[src/sv/assert_macros.svh]
// ----------------------------------------------------------------------------
// assertion macros shared by the rtl files
// ----------------------------------------------------------------------------
`ifndef ASSERT_MACROS_SVH
`define ASSERT_MACROS_SVH

// concurrent check on clk, quiet while rst is high
`define ASSERT_CLK(lbl, prop, msg) \
  lbl: assert property (@(posedge clk) disable iff (rst) (prop)) else $error(msg);

// condition that must never hold
`define ASSERT_NEVER(lbl, cond, msg) \
  `ASSERT_CLK(lbl, !(cond), msg)

`endif

[src/sv/tscns_pkg.sv]
// ----------------------------------------------------------------------------
// tscns_pkg
// shared widths, codes and types of the counter to nanoseconds converter
// ----------------------------------------------------------------------------
`timescale 1ns / 1ps

package tscns_pkg;

  localparam int CNT_W     = 64;
  localparam int FREQ_W    = 34;
  localparam int MUL_W     = 32;
  localparam int SHIFT_W   = 6;
  localparam int MODE_W    = 2;
  localparam int CMD_W     = 2;
  localparam int CFG_IDX_W = 3;
  localparam int STEP_W    = 7;
  // quotient bits of the fraction divide, rem * 1e9 / freq < 1e9 < 2**30
  localparam int QUO2_W    = 30;
  localparam int NS_W      = 30;

  localparam logic [NS_W-1:0]   NS_PER_SEC = NS_W'(1000000000);
  localparam logic [STEP_W-1:0] DIV1_STEPS = STEP_W'(CNT_W);
  localparam logic [STEP_W-1:0] DIV2_STEPS = STEP_W'(QUO2_W);

  localparam int MODE_CAL_BIT = 0;
  localparam int MODE_PV_BIT  = 1;

  localparam logic [CMD_W-1:0] CMD_GET_TIME = 2'd0;
  localparam logic [CMD_W-1:0] CMD_CONVERT  = 2'd1;
  localparam logic [CMD_W-1:0] CMD_ELAPSED  = 2'd2;

  localparam logic [CFG_IDX_W-1:0] CFG_CLOCK_MODE     = 3'd0;
  localparam logic [CFG_IDX_W-1:0] CFG_FREQ_HZ        = 3'd1;
  localparam logic [CFG_IDX_W-1:0] CFG_BASE_COUNT     = 3'd2;
  localparam logic [CFG_IDX_W-1:0] CFG_PV_SYSTEM_TIME = 3'd3;
  localparam logic [CFG_IDX_W-1:0] CFG_PV_COUNT_STAMP = 3'd4;
  localparam logic [CFG_IDX_W-1:0] CFG_PV_SHIFT       = 3'd5;
  localparam logic [CFG_IDX_W-1:0] CFG_PV_MUL         = 3'd6;
  localparam logic [CFG_IDX_W-1:0] CFG_PV_STABLE      = 3'd7;

  typedef struct packed {
    logic              load;
    logic [STEP_W-1:0] steps;
  } div_req_t;

  typedef struct packed {
    logic busy;
  } div_stat_t;

endpackage

[src/sv/tscns_mul.sv]
// ----------------------------------------------------------------------------
// tscns_mul
// shared 32 x 32 unsigned multiplier with registered product
// ----------------------------------------------------------------------------
`timescale 1ns / 1ps

module tscns_mul (
  input  logic                            clk,
  input  logic [tscns_pkg::MUL_W-1:0]     a,
  input  logic [tscns_pkg::MUL_W-1:0]     b,
  output logic [2*tscns_pkg::MUL_W-1:0]   prod
);

  always_ff @(posedge clk) begin
    prod <= {{tscns_pkg::MUL_W{1'b0}}, a} * {{tscns_pkg::MUL_W{1'b0}}, b};
  end

endmodule

[config.mk]
export PLATFORM = sky130hd
export DESIGN_NAME = tscns_mul
export DESIGN_NICKNAME = d
export VERILOG_FILES = /design/src/sv/assert_macros.svh /design/src/sv/tscns_pkg.sv /design/src/sv/tscns_mul.sv
export SDC_FILE = /design/constraint.sdc
export NUM_CORES = 2
export LEC_CHECK = 0
export BUFFER_PORTS_ARGS = -buffer_cell sky130_fd_sc_hd__buf_2
export CAP_MARGIN = 15
export CORE_AREA = 2 2 322 197
export CTS_CLUSTER_DIAMETER = 40
export CTS_CLUSTER_SIZE = 14
export DETAILED_ROUTE_END_ITERATION = 12
export DIE_AREA = 0 0 324 199
export GPL_TIMING_DRIVEN = 1
export PLACE_DENSITY = 0.77
export SYNTH_ARGS = -nofsm -noshare
export SYNTH_HDL_FRONTEND = slang
export SYNTH_SLANG_ARGS = --single-unit
export TNS_END_PERCENT = 10
[constraint.sdc]
create_clock -name clk -period 7.15 [get_ports clk]
set_input_delay 0.3575 -clock clk [delete_from_list [all_inputs] [get_ports clk]]
set_output_delay 0.3575 -clock clk [all_outputs]
set_load 0.01 [all_outputs]
==> reports/results.ini <==
[global_routing]
grt_usage=0.311
grt_pass1_vias=28100
antenna_found_initial=3
grt_pass1_wl_um=154000
grt_max_degree=32
overflow=0

[setup_path]
crit_path_start=a[14]
cp_max_fo=18
critPathKind=in2reg
start_kind=input port
crit_arrival_ps=7360
required_ps=7410
crit_path_end_kind=flip-flop

[synth]
ys_types=57
synth_area_per_cell_um2=9.25
yosysTopAreaCell=fa_1
synth_nets=4972
synth_edf_count=0
ys_top_cells_by_count=fa_1, inv_1, and2_1
async_flop_share=0
ys_seq_area_frac=0.0369
synth_ff_type=dfxtp_1
synthTopCellsByArea=fa_1, and2_1, ha_1
synthCells=3748
ys_seq_elements=64
syn_area_um2=34700
synth_top_area_frac=0.517
yosys_warnings=0
yosysMostFrequentCell=fa_1

[floorplanning]
initial_utilization=0.562
die_h_um=199
io_pins=129
dieArea_um2=64500
die_w_um=324
row_count=71
design.core.area_um2=61700

[min_path]
hold_depth=3
hp-start=b[0]
hp-class=in2reg

[timing]
drv_slew=0
fin_crit_sh=0.992
setup_viol=0
tightest_slew_ps=462
hold_violations=0
fmax_mhz=141
period_minus_slack_ps=7100
maxSlewHeadroom=0.690
holdWs_ps=753
rsz0062_at_grt=true

[cells_and_area]
largest_reg_flops=64
drive_above_1_share=0.130
final_cells=4823
area_growth_pct=11.9
largest_register=prod
postLayoutCellArea_um2=38800
nFillCells=4949
nets=5201
fin_util=0.629
top_regs=prod: 64 flops

[cts]
cts_tree=yes
cts.clk_slew.worst_paths_ps=60
hold_buffers=0
cts_buffers=9
clock_path_buffers=2
clock_sinks=64
ctsHtreeMaxLevel=3
cts_root_buf=clkbuf_16

[place]
gp_congestion=0.986
place_inst=4799
io_buffer_count=128
place_hpwl_um=82900
placed_area_um2=38000

[detailed_routing]
drt_iter0_drc=2140
wl_per_cell_um=19.5
antenna_left=0
vias_per_cell=5.34
drc=0
drt_pass1_iterations=8
drt_wl_total_um=94200
vias=25800

[outcome]
outcome=complete, no violations

[flow_run]
cap_viol_max_count=0

==> routing by layer <==
layer  track usage  share of wire  vias to the layer above
met5             0              0                        -
met2         0.459           0.43                     1308
met1         0.469           0.44                    13100
met4        0.0557          0.018                        0
met3        0.0773           0.12                      100
li1              -              -                    11300
==> placed cells by master (no fill, tap or decap), types with 14 or more instances in the layout <==
master,count
buf_4,290
o21ai_0,19
and2_1,600
buf_12,16
a21o_1,39
and3_1,14
buf_2,92
nor2_1,19
fa_1,883
inv_1,861
ha_1,254
dfxtp_1,64
buf_6,28
a21oi_1,57
xor2_1,25
nand4_1,23
nand2_1,480
xnor2_1,35
==> area by class of cell <==
class,instances,area (um^2),share of cell area
Multi-Input combinational cell,2599,29600,0.762
Timing Repair Buffer,438,3390,0.0872
Inverter,865,3250,0.0837
Sequential cell,64,1280,0.0330
Tap cell,839,1050,0.0270
Clock buffer,12,256,0.00661
Clock inverter,4,28.8,0.000741
Antenna cell,2,5.00,0.000129
==> worst paths after layout <==
kind | endpoint | slack (ps)
setup / recovery | prod[51] | 50
hold / removal | prod[0] | 750
==> what timing repair did <==
| action | CTS | global route |
|---|---|---|
| endpoints found under the setup margin | 13 | 22 |
| pin swaps | 16 | 42 |
| buffers inserted | 1 | 5 |
| resized for setup | 35 | 95 |
==> stage by stage <==
step | setup TNS, ps | worst slack, ps
3_5_place_dp | -7910 | -476
6_report | 0 | 53.7
2_1_floorplan | 0 | 39.8
5_1_grt | -257 | -66.5
4_1_cts | 0 | 4.59
3_3_place_gp | -7030 | -471
==> kinds of logic (layout without fill, tap and decap cells) <==
logic type | count (synthesis) | count (layout) | synth area share
other cells | 0 | 2 | 0
compound gates | 202 | 202 | 0.0415
simple gates | 1177 | 1177 | 0.176
flops | 64 | 64 | 0.0369
buf+inv | 1085 | 1319 | 0.118
fa+ha+maj | 1159 | 1159 | 0.612
xor+xnor | 60 | 60 | 0.0152
mux | 1 | 1 | 0.000289
==> worst max-delay path: stages <==
cell	delay, ps
buf_6	150
and2_1	190
fa_1	550
inv_2	50
fa_1	470
fa_1	540
fa_1	520
inv_2	40
fa_1	530
inv_1	50
fa_1	480
inv_1	50
fa_1	510
fa_2	480
ha_4	300
nand4_1	180
a2111o_1	350
a21o_4	220
a21oi_4	190
a31oi_4	140
o31ai_4	340
a21oi_2	120
buf_4	170
o21bai_1	170
xor2_1	180
Power is left out: the tool's default activity adds up to more than one toggle a clock period on the data nets, which glitch-free logic cannot reach.
