$ cat src/sv/assert_macros.svh
// ----------------------------------------------------------------------------
// assertion macros shared by the rtl files
// ----------------------------------------------------------------------------
`ifndef ASSERT_MACROS_SVH
`define ASSERT_MACROS_SVH

// concurrent check on clk, quiet while rst is high
`define ASSERT_CLK(lbl, prop, msg) \
  lbl: assert property (@(posedge clk) disable iff (rst) (prop)) else $error(msg);

// condition that must never hold
`define ASSERT_NEVER(lbl, cond, msg) \
  `ASSERT_CLK(lbl, !(cond), msg)

`endif

$ cat src/sv/tscns_pkg.sv
// ----------------------------------------------------------------------------
// tscns_pkg
// shared widths, codes and types of the counter to nanoseconds converter
// ----------------------------------------------------------------------------
`timescale 1ns / 1ps

package tscns_pkg;

  localparam int CNT_W     = 64;
  localparam int FREQ_W    = 34;
  localparam int MUL_W     = 32;
  localparam int SHIFT_W   = 6;
  localparam int MODE_W    = 2;
  localparam int CMD_W     = 2;
  localparam int CFG_IDX_W = 3;
  localparam int STEP_W    = 7;
  // quotient bits of the fraction divide, rem * 1e9 / freq < 1e9 < 2**30
  localparam int QUO2_W    = 30;
  localparam int NS_W      = 30;

  localparam logic [NS_W-1:0]   NS_PER_SEC = NS_W'(1000000000);
  localparam logic [STEP_W-1:0] DIV1_STEPS = STEP_W'(CNT_W);
  localparam logic [STEP_W-1:0] DIV2_STEPS = STEP_W'(QUO2_W);

  localparam int MODE_CAL_BIT = 0;
  localparam int MODE_PV_BIT  = 1;

  localparam logic [CMD_W-1:0] CMD_GET_TIME = 2'd0;
  localparam logic [CMD_W-1:0] CMD_CONVERT  = 2'd1;
  localparam logic [CMD_W-1:0] CMD_ELAPSED  = 2'd2;

  localparam logic [CFG_IDX_W-1:0] CFG_CLOCK_MODE     = 3'd0;
  localparam logic [CFG_IDX_W-1:0] CFG_FREQ_HZ        = 3'd1;
  localparam logic [CFG_IDX_W-1:0] CFG_BASE_COUNT     = 3'd2;
  localparam logic [CFG_IDX_W-1:0] CFG_PV_SYSTEM_TIME = 3'd3;
  localparam logic [CFG_IDX_W-1:0] CFG_PV_COUNT_STAMP = 3'd4;
  localparam logic [CFG_IDX_W-1:0] CFG_PV_SHIFT       = 3'd5;
  localparam logic [CFG_IDX_W-1:0] CFG_PV_MUL         = 3'd6;
  localparam logic [CFG_IDX_W-1:0] CFG_PV_STABLE      = 3'd7;

  typedef struct packed {
    logic              load;
    logic [STEP_W-1:0] steps;
  } div_req_t;

  typedef struct packed {
    logic busy;
  } div_stat_t;

endpackage

$ cat src/sv/tscns_div.sv
// ----------------------------------------------------------------------------
// tscns_div
// restoring divider, one quotient bit per cycle, by a 34-bit divisor
// ----------------------------------------------------------------------------
`timescale 1ns / 1ps
`include "assert_macros.svh"

module tscns_div (
  input  logic                           clk,
  input  logic                           rst,
  input  tscns_pkg::div_req_t            req,
  input  logic [tscns_pkg::CNT_W-1:0]    dividend,
  input  logic [tscns_pkg::FREQ_W-1:0]   rem_init,
  input  logic [tscns_pkg::FREQ_W-1:0]   divisor,
  output tscns_pkg::div_stat_t           stat,
  output logic [tscns_pkg::CNT_W-1:0]    quotient,
  output logic [tscns_pkg::FREQ_W-1:0]   remainder
);

  logic [tscns_pkg::STEP_W-1:0] steps_left;
  logic [tscns_pkg::CNT_W-1:0]  dv;
  logic [tscns_pkg::FREQ_W-1:0] rem;
  logic [tscns_pkg::FREQ_W:0]   partial;
  logic [tscns_pkg::FREQ_W+1:0] trial;
  logic                         neg;

  assign stat.busy = (steps_left != '0);
  assign quotient  = dv;
  assign remainder = rem;

  // shift in the next dividend bit and try the subtract
  assign partial = {rem, dv[tscns_pkg::CNT_W-1]};
  assign trial   = {1'b0, partial} - {2'b00, divisor};
  assign neg     = trial[tscns_pkg::FREQ_W+1];

  always_ff @(posedge clk) begin
    if (rst) begin
      steps_left <= '0;
    end else if (req.load) begin
      steps_left <= req.steps;
    end else if (stat.busy) begin
      steps_left <= steps_left - 1'b1;
    end
  end

  always_ff @(posedge clk) begin
    if (req.load) begin
      dv  <= dividend;
      rem <= rem_init;
    end else if (stat.busy) begin
      dv  <= {dv[tscns_pkg::CNT_W-2:0], ~neg};
      rem <= neg ? partial[tscns_pkg::FREQ_W-1:0] : trial[tscns_pkg::FREQ_W-1:0];
    end
  end

  `ASSERT_NEVER(a_load_busy, req.load && stat.busy, "divider loaded while busy")
  `ASSERT_CLK(a_steps_max, steps_left <= tscns_pkg::DIV1_STEPS, "divider step count too large")

endmodule

$ cat config.mk
export PLATFORM = sky130hd
export DESIGN_NAME = tscns_div
export DESIGN_NICKNAME = d
export VERILOG_FILES = /design/src/sv/tscns_pkg.sv /design/src/sv/tscns_div.sv
export VERILOG_INCLUDE_DIRS = /design/src /design/src/sv
export SDC_FILE = /design/constraint.sdc
export NUM_CORES = 1
export LEC_CHECK = 0
export ABC_AREA = 1
export BUFFER_PORTS_ARGS = -buffer_cell sky130_fd_sc_hd__buf_2
export CAP_MARGIN = 20
export CORE_UTILIZATION = 35
export DETAILED_ROUTE_END_ITERATION = 6
export GPL_ROUTABILITY_DRIVEN = 0
export GPL_TIMING_DRIVEN = 0
export PLACE_DENSITY = 0.6
export RECOVER_POWER = 25
export SYNTH_ARGS = -nofsm -noshare
export SYNTH_HDL_FRONTEND = slang
export SYNTH_SLANG_ARGS = --single-unit
$ cat constraint.sdc
create_clock -name clk -period 8.4 [get_ports clk]
set_clock_uncertainty 0.05 [all_clocks]
set_input_delay 2.52 -clock clk [delete_from_list [all_inputs] [get_ports clk]]
set_output_delay 2.52 -clock clk [all_outputs]
set_load 0.05 [all_outputs]
==> results by group, run 1 <==
Pwr
  • Internal: 0.00157 W
  • Static power due to leakage: 5.01 nW
  • Total power of the final layout: 0.00338 W
  • Switching part of the total power: 0.535
  • Net switching component of the power: 0.00181 W
  • Register share of total power: 0.256
  • Share of power burned in combinational logic: 0.607
  • Clk pwr share: 0.137
  • Ratio of total power to cell area: 357 mW/mm^2
  • Peak VDD IR: 0.115 mV

Logic synthesis
  • Synth Net Count: 1285
  • Largest family of logic cells by synthesized area: simple AND/OR/NAND/NOR gates
  • FF+latch count, synth: 105
  • Xor-xnor portion of the synthesized cell area: 0.0183
  • Number of cells produced by synthesis: 1107
  • Warning count from the yosys run: 0
  • Post-synthesis simple-gate area fraction: 0.387
  • Post-synth design cell area: 0.00767 sq mm
  • Average size of a mapped cell: 6.93 sq um
  • Multiplexer share of the synthesized area: 0.00131
  • Share of the synthesized area in compound gates (AO/OA/AOI/OAI): 0.0444
  • Share of synthesized area occupied by flip-flops and latches: 0.402
  • Distinct cell type count after synthesis: 40
  • Adder-cell share of the synthesized area: 0.0597

STA
  • Max Freq: 221 MHz
  • Transition at the pin with the smallest max-transition slack: 0.714 ns
  • Final number of setup-violating endpoints: 0
  • Max-slew violation count: 0
  • Final period util: 0.539
  • Max transition margin: 0.524
  • Shortest period the worst path allows: 4.53 ns
  • Hold violation total from the final report: 0
  • Hold Slack: 0.437 ns
  • Final-layout setup total negative slack: 0 ns
  • RSZ-0062 raised after global routing: false

CTS
  • Number of buffers inserted during clock tree synthesis: 9
  • Post-CTS setup buffers: 0
  • Clock edge transition at the registers on the reported setup and hold paths: 0.09 ns
  • Total clock sinks: 105
  • CTS tree: built
  • Clk_lat worst skew: 0.37 ns
  • Total of hold buffers inserted after clock tree synthesis: 0
  • Quantity of gates resized following cts: 0
  • CTS max path bufs: 2
  • Root Buffer: sky130_fd_sc_hd__clkbuf_16
  • H-tree depth reported by CTS: 3

GRT
  • Routing usage on met2: 0.389
  • Global-route usage over all layers: 0.223
  • Largest net degree at the start of global routing: 52
  • Layer with the highest usage: met2
  • Wire length of the first global-routing pass: 38400 um
  • Fraction of met1 tracks used by global routing: 0.263
  • Met3 GRT Util: 0.0655
  • Remaining Overflow, GRT: 0
  • Via count of the first global-routing pass: 7673
  • Initial antenna violation count: 8

Place
  • Port Buffers: 239
  • HPWL reported at the end of detailed placement: 19700 um

Worst setup path
  • Kind of capture point of the worst setup path: flop
  • Arrival time of data at the critical path endpoint: 4.61 ns
  • Largest fanout of any net on the critical path: 4
  • Top Family by Delay on Critical Path: simple AND/OR/NAND/NOR gates
  • R2r startpoint: steps_left[0]
  • Cell type of the slowest stage on the worst timing path: sky130_fd_sc_hd__fa_1
  • Depth of the worst register-to-register path: 10
  • Sequence of cells on the critical path: buf_2 > ha_1 > inv_1 > fa_1 > nand3_1 > nand3_1 > nand2_1 > nand3_1 > nand2_1 > nand2_1 > nand2_1 > nand2_1 > nand2_1 > nand3_1 > nand2_1 > nand2_1
  • Kind of critical path: in -> reg
  • Combined buffer and inverter count along the critical path: 2
  • Worst setup slack for register-to-register paths: 5.43 ns
  • Endpoint required time on the critical path: 8.48 ns
  • Most prevalent standard cell on the critical path: sky130_fd_sc_hd__nand2_1
  • Kind of launch point of the worst setup path: input pin
  • Crit-path max cell delay: 0.45 ns
  • Terminus of the critical flop-to-flop path: remainder[12]

Drt
  • Vias after detailed routing: 7766
  • Post-detailed-routing wire length: 24400 um
  • First-pass DRT Iterations: 5
  • Vias per inst: 4.73
  • Violation count after the first detailed-route iteration: 401
  • Number of nets still failing antenna checks after routing: 0
  • Wire length per cell: 14.9 um
  • Post-route DRC: 0

Floorplanning
  • Die height: 150 um
  • Boundary pin count: 241
  • Site Rows: 53
  • Die X: 150 um
  • Placeable core region: 0.0212 sq mm
  • Overall die area: 0.0225 sq mm
  • Effective utilization at floorplan: 0.361

Final layout
  • Area growth, synth to finish: 23.5%
  • Nets: 1536
  • Layout cell share with drive strength beyond 1: 0.153
  • Fillers: 2329

Min path
  • Worst-case hold path end point: steps_left[0]
  • Worst Hold Launch: steps_left[0]
  • Type of the tightest min-delay check: reg -> reg
  • Hold Path Depth: 2

Run status
  • Run status: completed

Run
  • Max-Cap Viols: 0
[layout make-up]
cell class	count	area [sq um]	area share
Clock buffer	9	225	0.0238
Inverter	140	528	0.0557
Timing Repair Buffer	240	1130	0.120
Multi-Input combinational cell	831	3920	0.413
Sequential cell	105	3080	0.325
Clock inverter	7	91.3	0.00964
Tap cell	275	344	0.0363
Buffer	31	144	0.0152
Antenna cell	3	7.51	0.000793
[worst register-to-register path, delay by kind of cell (launching register included)]
family                   cells  cell delay (ns)
adder cells (fa/ha/maj)      1             0.15
flip-flops                   1             0.33
buffers and inverters        4             0.94
AND/OR/NAND/NOR              5             1.22
[metrics by stage]
step / instance area, sq um / util / worst slack [ns] / std cells
3_3_place_gp: 9210 / 0.434 / 1.69 / 1621
3_5_place_dp: 9240 / 0.435 / 3.53 / 1622
5_1_grt: 9460 / 0.446 / 3.71 / 1638
4_1_cts: 9560 / 0.450 / 3.88 / 1638
2_1_floorplan: 7670 / - / 2.96 / 1107
6_report: 9470 / 0.446 / 3.87 / 1641
[worst max path at each step]
| stage | startpoint | end | slack (ns) | cells past startpoint |
|---|---|---|---|---|
| finish | divisor[0] | remainder[28] | 3.87 | 16 |
| floorplan | req[7] | steps_left[5] | 2.96 | 5 |
| CTS | steps_left[0] | stat | 3.88 | 8 |
| global placement | req[7] | steps_left[5] | 1.69 | 5 |
| global route | divisor[0] | remainder[28] | 3.71 | 16 |
| detailed placement | divisor[0] | remainder[28] | 3.53 | 16 |
[synthesized netlist by cell type (all sizes together)]
library cell,instances,area (sq um)
o21bai,6,48.8
o21a,1,7.51
fa,1,20.0
or2,2,12.5
buf,9,61.3
nand3b,22,165
inv,139,522
nor4,2,12.5
clkbuf,22,82.6
clkinv,1,3.75
nand4,14,93.8
a21o,1,7.51
mux2i,1,10.0
nand3,65,330
edfxtp,98,2940
nand2,538,2040
xnor2,14,123
dfxtp,7,140
a211oi,2,15.0
xor2,2,17.5
a21oi,29,164
o21ai,18,90.1
nor3,9,45.0
nor2,68,268
a21boi,1,7.51
ha,35,438
[routing by layer]
metal,wire length (um),vias to the layer above,part of all wire
li1,-,4001,-
met1,10100,3459,0.41
met2,11800,252,0.48
met3,1870,44,0.076
met4,589,10,0.024
met5,67,-,0.0027
[logic make-up after synthesis]
logic type,after synthesis
muxes,1
and+or+nand+nor,720
xor gates and xnor gates,16
AOI/OAI and AO/OA,58
DFF,105
buffers and inverters,171
adders and majority gates,36
[power groups by stage]
stage | clock (W) | sequential, W | combinational [W]
floorplan | 0 | 0.00134 | 0.00110
global placement | 0 | 0.000878 | 0.00205
detailed placement | 0 | 0.000874 | 0.00207
CTS | 0.000474 | 0.000867 | 0.00208
global route | 0.000488 | 0.000885 | 0.00228
finish | 0.000464 | 0.000867 | 0.00205
[sequential cells by signal, indices dropped and copies added, names as in the netlist]
name and cells:
quotient 64, remainder 34, steps_left 7
[cells in the final DEF, fill, tap and decap left out, types with 2 or more instances in the layout]
master,instances
sky130_fd_sc_hd__inv_2,2
sky130_fd_sc_hd__o21ai_1,4
sky130_fd_sc_hd__nand2_1,533
sky130_fd_sc_hd__or2_1,2
sky130_fd_sc_hd__buf_6,2
sky130_fd_sc_hd__a21oi_2,2
sky130_fd_sc_hd__nand2_2,3
sky130_fd_sc_hd__inv_1,136
sky130_fd_sc_hd__nand3b_1,22
sky130_fd_sc_hd__nor4_1,2
sky130_fd_sc_hd__clkinv_8,3
sky130_fd_sc_hd__o21ai_0,14
sky130_fd_sc_hd__inv_6,3
sky130_fd_sc_hd__xor2_1,2
sky130_fd_sc_hd__ha_1,35
sky130_fd_sc_hd__clkbuf_16,9
sky130_fd_sc_hd__nand4_1,13
sky130_fd_sc_hd__nor3_1,9
sky130_fd_sc_hd__nand2_4,2
sky130_fd_sc_hd__a21oi_1,26
sky130_fd_sc_hd__diode_2,3
sky130_fd_sc_hd__dfxtp_1,7
sky130_fd_sc_hd__nand3_1,64
sky130_fd_sc_hd__buf_2,171
sky130_fd_sc_hd__clkbuf_1,94
sky130_fd_sc_hd__edfxtp_1,98
sky130_fd_sc_hd__nor2_1,66
sky130_fd_sc_hd__xnor2_1,14
sky130_fd_sc_hd__buf_4,2
sky130_fd_sc_hd__a211oi_1,2
sky130_fd_sc_hd__o21bai_1,5
No activity file was read; power rests on OpenSTA's default activity.
==> inputs of run 2 (changes only) <==
Settings changed: PLACE_DENSITY 0.6 to 0.63.
Clock period 8.4 ns to 4.1 ns, I/O delays scaled along.
==> run 2 against run 1 <==
Flip-flop and latch count stayed put. Non-clock buffer count increased by 1. Clock power grew 93%. Global-route usage decreased by 0.23 points. Largest power group unchanged. First-iteration DRC count increased by 37%. Final area hardly changed. Core utilization about the same. Worst hold slack hardly changed. Total power rose by 100%.
==> results by group, run 2 (synthesized netlist as in run 1, its figures left out) <==
Run
  • Max-Cap Viols: 0 (unchanged)

GRT
  • Global-route usage over all layers: 0.221 (-0.00229)
  • Wire length of the first global-routing pass: 37900 um (-1.4%)
  • Via count of the first global-routing pass: 7565 (-1.4%)
  • Remaining Overflow, GRT: 0 (unchanged)
  • Initial antenna violation count: 7 (-1)
  • Largest net degree at the start of global routing: 41 (-21%)

Worst setup path
  • Worst setup slack for register-to-register paths: 0.65 ns (-4.78 ns)
  • Number of cells on the critical path: 10 (-6)
  • Combined buffer and inverter count along the critical path: 4 (+2)
  • Depth of the worst register-to-register path: 10 (unchanged)
  • Crit-path max cell delay: 0.83 ns (+0.38 ns)
  • Sequence of cells on the critical path: inv_1 > ha_1 > inv_1 > or2_0 > nor2_1 > nand3b_1 > or2_1 > nor2_1 > clkinvlp_4 > buf_12
  • Cell type of the slowest stage on the worst timing path: sky130_fd_sc_hd__clkinvlp_4
  • Worst setup path endpoint: quotient[4]
  • R2r startpoint: steps_left[0]
  • Arrival time of data at the critical path endpoint: 3.50 ns (-1.11 ns)
  • Largest fanout of any net on the critical path: 40 (+36)
  • Endpoint required time on the critical path: 4.15 ns (-4.33 ns)
  • Terminus of the critical flop-to-flop path: quotient[4]
  • Kind of critical path: reg -> reg
  • Origin of the worst setup path: steps_left[0]
  • Kind of capture point of the worst setup path: flop
  • Top Family by Delay on Critical Path: buffers and inverters
  • Kind of launch point of the worst setup path: flop

Drt
  • Number of nets still failing antenna checks after routing: 0 (unchanged)
  • Vias per inst: 4.77 (+0.88%)
  • Post-route DRC: 0 (unchanged)
  • First-pass DRT Iterations: 5 (unchanged)
  • Wire length per cell: 14.9 um (about the same)
  • Violation count after the first detailed-route iteration: 550 (+37%)
  • Post-detailed-routing wire length: 24400 um (about the same)
  • Vias after detailed routing: 7844 (+1.0%)

CTS
  • Clock edge transition at the registers on the reported setup and hold paths: 0.07 ns (-0.02 ns)
  • Total of hold buffers inserted after clock tree synthesis: 0 (unchanged)
  • Total clock sinks: 105 (unchanged)
  • Post-CTS setup buffers: 0 (unchanged)
  • Root Buffer: sky130_fd_sc_hd__clkbuf_16
  • CTS max path bufs: 2 (unchanged)
  • CTS tree: built
  • Quantity of gates resized following cts: 0 (unchanged)
  • H-tree depth reported by CTS: 3 (unchanged)
  • Number of buffers inserted during clock tree synthesis: 9 (unchanged)
  • Clk_lat worst skew: 0.36 ns (about the same)

Place
  • Port Buffers: 239 (unchanged)
  • Placed instance count: 1623 (+0.062%)
  • Worst Setup Slack post-DPL: 0.514 ns (-3.01 ns)
  • HPWL reported at the end of detailed placement: 19900 um (+0.88%)

Final layout
  • Flip-flop count of the largest register after layout: 64 (unchanged)
  • Area growth, synth to finish: 23.4% (about the same)
  • Nets: 1537 (+0.065%)
  • Most frequent standard cell in the layout excluding fill and tap cells: sky130_fd_sc_hd__nand2_1
  • Most frequent cells in the layout: sky130_fd_sc_hd__nand2_1 (533), sky130_fd_sc_hd__buf_2 (171), sky130_fd_sc_hd__inv_1 (136)
  • Cell Count, Final, Fillers Out: 1643 (+0.12%)
  • Layout cell share with drive strength beyond 1: 0.153 (+0.000621)
  • Fillers: 2317 (-0.52%)

Floorplanning
  • Placeable core region: 0.0212 sq mm (unchanged)
  • Effective utilization at floorplan: 0.361 (unchanged)
  • Overall die area: 0.0225 sq mm (unchanged)
  • Die X: 150 um (unchanged)
  • Boundary pin count: 241 (unchanged)
  • Site Rows: 53 (unchanged)
  • Die height: 150 um (unchanged)

Pwr
  • Peak VDD IR: 0.321 mV (+180%)
  • Static power due to leakage: 5.01 nW (about the same)
  • Ratio of total power to cell area: 727 mW/mm^2 (+100%)

STA
  • Max transition margin: 0.482 (-0.0423)
  • Shortest period the worst path allows: 3.45 ns
  • Final period util: 0.841
  • Max Freq: 290 MHz
  • Hold violation total from the final report: 0 (unchanged)
  • Fin worst setup slack: 0.651 ns (-3.22 ns)
  • Max-slew violation count: 0 (unchanged)
  • Transition at the pin with the smallest max-transition slack: 0.776 ns (+0.0618 ns)
  • Hold Slack: 0.437 ns (+0.000183 ns)
  • RSZ-0062 raised after global routing: false
  • Final number of setup-violating endpoints: 0 (unchanged)

Min path
  • Type of the tightest min-delay check: reg -> reg

Run status
  • Run status: completed
## run 2: cell count changes in the layout (fill, tap and decap cells not counted), moves of 2 or more
cell | previous run | this run
sky130_fd_sc_hd__buf_12 | 0 | 2
sky130_fd_sc_hd__clkinv_4 | 0 | 2
sky130_fd_sc_hd__clkinv_8 | 3 | 1
sky130_fd_sc_hd__inv_6 | 3 | 1
sky130_fd_sc_hd__inv_8 | 0 | 2
## run 2: where the power goes
group | internal (W) | total [W] | switching (W)
logic | 0.00122 | 0.00420 | 0.00298
registers | 0.00156 | 0.00179 | 0.000224
clock network | 0.000431 | 0.000895 | 0.000464
## run 2: worst register-to-register path, cell delays in order (launching register included)
cell	delay, ns
sky130_fd_sc_hd__dfxtp_1	0.32
sky130_fd_sc_hd__inv_1	0.09
sky130_fd_sc_hd__ha_1	0.15
sky130_fd_sc_hd__inv_1	0.05
sky130_fd_sc_hd__or2_0	0.24
sky130_fd_sc_hd__nor2_1	0.15
sky130_fd_sc_hd__nand3b_1	0.11
sky130_fd_sc_hd__or2_1	0.25
sky130_fd_sc_hd__nor2_1	0.47
sky130_fd_sc_hd__clkinvlp_4	0.84
sky130_fd_sc_hd__buf_12	0.46
## run 2: routing by layer
| metal | up-vias | wire length (um) | track usage |
|---|---|---|---|
| li1 | 4006 | - | - |
| met1 | 3525 | 9870 | 0.258 |
| met2 | 275 | 12100 | 0.393 |
| met3 | 34 | 1910 | 0.0521 |
| met4 | 4 | 480 | 0.0753 |
| met5 | - | 22 | 0 |
## run 2: area by class of cell
cell class              instances  area, sq um  share of cell area
diodes                          4         10.0             0.00106
plain buffers                  31          144              0.0152
clock buffers                   9          225              0.0238
clock inverters                 7         70.1             0.00740
inverters                     140          529              0.0559
multi-input cells             831         3920               0.414
flip-flops and latches        105         3080               0.326
well taps                     275          344              0.0363
repair buffers                241         1150               0.121
## run 2: worst min-delay path by stage
stage | startpoint | to | cells after the start
2_1_floorplan | steps_left[0] | steps_left[0] | 2
3_3_place_gp | steps_left[0] | steps_left[0] | 2
3_5_place_dp | steps_left[0] | steps_left[0] | 2
4_1_cts | steps_left[0] | steps_left[0] | 2
5_1_grt | steps_left[0] | steps_left[0] | 2
6_report | steps_left[0] | steps_left[0] | 2
## run 2: stage by stage
| stage | util | total power [W] | cell area [sq um] | TNS (ns) |
|---|---|---|---|---|
| after floorplan | - | 0.00498 | 7670 | 0 |
| after global placement | 0.434 | 0.00599 | 9210 | -54.56 |
| after detailed placement | 0.436 | 0.00603 | 9250 | 0 |
| after CTS | 0.450 | 0.00694 | 9550 | 0 |
| after global routing | 0.446 | 0.00741 | 9460 | 0 |
| final | 0.446 | 0.00688 | 9470 | 0 |
==> inputs of run 3 (changes only) <==
Settings changed: PLACE_DENSITY 0.63 to 0.6.
Clock period 4.1 ns to 3.2 ns, I/O delays scaled along.
==> run 3 against run 2 <==
Die area is the same. Final area grew 0.29%. Clock power grew 34%. First-iteration DRC count shrank 20%. Worst hold slack lost 0.0076 ns. Cell count is essentially flat. Highest routed layer unchanged.
==> results by group, run 3 (synthesized netlist as in run 1, its figures left out) <==
Run status
  • Run status: completed

CTS
  • CTS max path bufs: 2 (unchanged)
  • Total clock sinks: 105 (unchanged)
  • Root Buffer: sky130_fd_sc_hd__clkbuf_16
  • Clk_lat worst skew: 0.37 ns (about the same)
  • Total of hold buffers inserted after clock tree synthesis: 0 (unchanged)
  • Number of buffers inserted during clock tree synthesis: 9 (unchanged)
  • H-tree depth reported by CTS: 3 (unchanged)
  • CTS tree: built
  • Clock edge transition at the registers on the reported setup and hold paths: 0.08 ns (about the same)

Place
  • Area post-placement: 0.00926 sq mm (about the same)
  • Port Buffers: 239 (unchanged)
  • HPWL reported at the end of detailed placement: 20100 um (+1.1%)

STA
  • Shortest period the worst path allows: 2.97 ns
  • Max transition margin: 0.403 (-0.0786)
  • RSZ-0062 raised after global routing: false
  • Max Freq: 336 MHz
  • Max-slew violation count: 0 (unchanged)
  • Final number of setup-violating endpoints: 0 (unchanged)
  • Final-layout setup total negative slack: 0 ns (unchanged)
  • Hold violation total from the final report: 0 (unchanged)
  • Final period util: 0.929
  • Transition at the pin with the smallest max-transition slack: 0.890 ns (+0.115 ns)

Drt
  • Vias per inst: 4.77 (about the same)
  • Post-route DRC: 0 (unchanged)
  • Wire length per cell: 15.1 um (+1.5%)
  • Violation count after the first detailed-route iteration: 442 (-20%)
  • Number of nets still failing antenna checks after routing: 0 (unchanged)
  • Post-detailed-routing wire length: 24800 um (+1.6%)
  • First-pass DRT Iterations: 5 (unchanged)
  • Vias after detailed routing: 7849 (+0.064%)

Pwr
  • Internal: 0.00412 W (+28%)
  • Share of power burned in combinational logic: 0.608 (-0.003)
  • Peak VDD IR: 0.321 mV (about the same)
  • Net switching component of the power: 0.00476 W (+30%)
  • Ratio of total power to cell area: 936 mW/mm^2 (+29%)
  • Switching part of the total power: 0.536 (+0.00243)
  • Static power due to leakage: 5.02 nW (+0.13%)
  • Clk pwr share: 0.135 (+0.005)
  • Register share of total power: 0.257 (-0.002)

Worst setup path
  • Kind of launch point of the worst setup path: input pin
  • Endpoint required time on the critical path: 3.28 ns (-0.87 ns)
  • Sequence of cells on the critical path: buf_2 > ha_1 > inv_1 > fa_1 > nand3_1 > nand3_1 > nand2_1 > nand3_1 > nand2_1 > nand2_1 > xnor2_1 > nand2_1 > nand3_1 > nand2_1
  • Kind of critical path: in -> reg
  • Crit-path max cell delay: 0.45 ns (-0.38 ns)
  • Cell type of the slowest stage on the worst timing path: sky130_fd_sc_hd__fa_1
  • Arrival time of data at the critical path endpoint: 3.05 ns (-0.45 ns)
  • Largest fanout of any net on the critical path: 4 (-90%)
  • Kind of capture point of the worst setup path: flop
  • Most prevalent standard cell on the critical path: sky130_fd_sc_hd__nand2_1

Final layout
  • Most frequent standard cell in the layout excluding fill and tap cells: sky130_fd_sc_hd__nand2_1
  • Most frequent cells in the layout: sky130_fd_sc_hd__nand2_1 (533), sky130_fd_sc_hd__buf_2 (171), sky130_fd_sc_hd__inv_1 (135)
  • Area growth, synth to finish: 23.8%
  • End-of-flow core utilization: 0.447 (+0.00130)
  • Fillers: 2296 (-0.91%)
  • Flip-flop count of the largest register after layout: 64 (unchanged)
  • Nets: 1538 (+0.065%)
  • Layout cell share with drive strength beyond 1: 0.157 (+0.00355)
  • Post-route cell area: 0.00949 sq mm (+0.29%)

Floorplanning
  • Die height: 150 um (unchanged)
  • Overall die area: 0.0225 sq mm (unchanged)
  • Effective utilization at floorplan: 0.361 (unchanged)
  • Die X: 150 um (unchanged)
  • Site Rows: 53 (unchanged)
  • Placeable core region: 0.0212 sq mm (unchanged)
  • Boundary pin count: 241 (unchanged)

GRT
  • Remaining Overflow, GRT: 0 (unchanged)
  • Largest net degree at the start of global routing: 41 (unchanged)
  • Initial antenna violation count: 7 (unchanged)
  • Via count of the first global-routing pass: 7530 (-0.46%)
  • Wire length of the first global-routing pass: 38100 um (+0.67%)
  • Global-route usage over all layers: 0.224 (+0.00269)

Min path
  • Type of the tightest min-delay check: reg -> reg

Run
  • Max-Cap Viols: 0 (unchanged)
[run 3: power by group through the flow]
stage,clock network (W),registers (W),logic (W)
final,0.00120,0.00228,0.00540
after global routing,0.00128,0.00234,0.00596
after CTS,0.00122,0.00228,0.00546
after detailed placement,0,0.00230,0.00545
after global placement,0,0.00231,0.00539
after floorplan,0,0.00351,0.00288
[run 3: per-layer routing]
layer | up-vias | share of wire | global-route usage
met5 | - | 0.0015 | 0
met4 | 6 | 0.018 | 0.0621
met3 | 33 | 0.079 | 0.0698
met2 | 270 | 0.50 | 0.395
met1 | 3529 | 0.40 | 0.258
li1 | 4011 | - | -
[run 3: final timing paths]
check	slack, ns	depth (start not counted)	start	to
worst max-delay path	0.23	14	divisor[0]	remainder[16]
worst min-delay path	0.43	2	steps_left[0]	steps_left[0]
worst max register to register	0.30	9	steps_left[1]	quotient[42]
worst min register to register	0.43	2	steps_left[0]	steps_left[0]
[run 3: layout make-up]
class / instances / area (sq um) / area share
Inverter: 140 / 529 / 0.0557
Tap cell: 275 / 344 / 0.0362
Timing Repair Buffer: 241 / 1150 / 0.121
Multi-Input combinational cell: 831 / 3930 / 0.413
Buffer: 31 / 144 / 0.0152
Antenna cell: 4 / 10.0 / 0.00105
Timing Repair inverter: 1 / 5.00 / 0.000527
Clock buffer: 9 / 225 / 0.0237
Clock inverter: 7 / 81.3 / 0.00857
Sequential cell: 105 / 3080 / 0.325
[run 3: through the flow]
step	cells	hold slack, ns	setup WS (ns)	power [W]
after floorplan	1107	0.400	-0.181	0.00639
after global placement	1621	0.412	-1.05	0.00770
after detailed placement	1623	0.422	-0.138	0.00775
after CTS	1639	0.433	0.0780	0.00897
after global routing	1641	0.443	0.0547	0.00958
final	1644	0.430	0.226	0.00889
[run 3: what timing repair did]
| item | 4_1_cts | 5_1_grt |
|---|---|---|
| setup endpoints to repair | 0 | 65 |
| resized for setup | 0 | 0 |
| setup buffers | 0 | 0 |
[run 3: worst max-delay path: cells and delay by family]
| kind | cells | cell delay, ns |
|---|---|---|
| buffers and inverters | 2 | 0.18 |
| XOR/XNOR | 1 | 0.21 |
| AND/OR/NAND/NOR | 9 | 1.09 |
| adder cells (fa/ha/maj) | 2 | 0.61 |
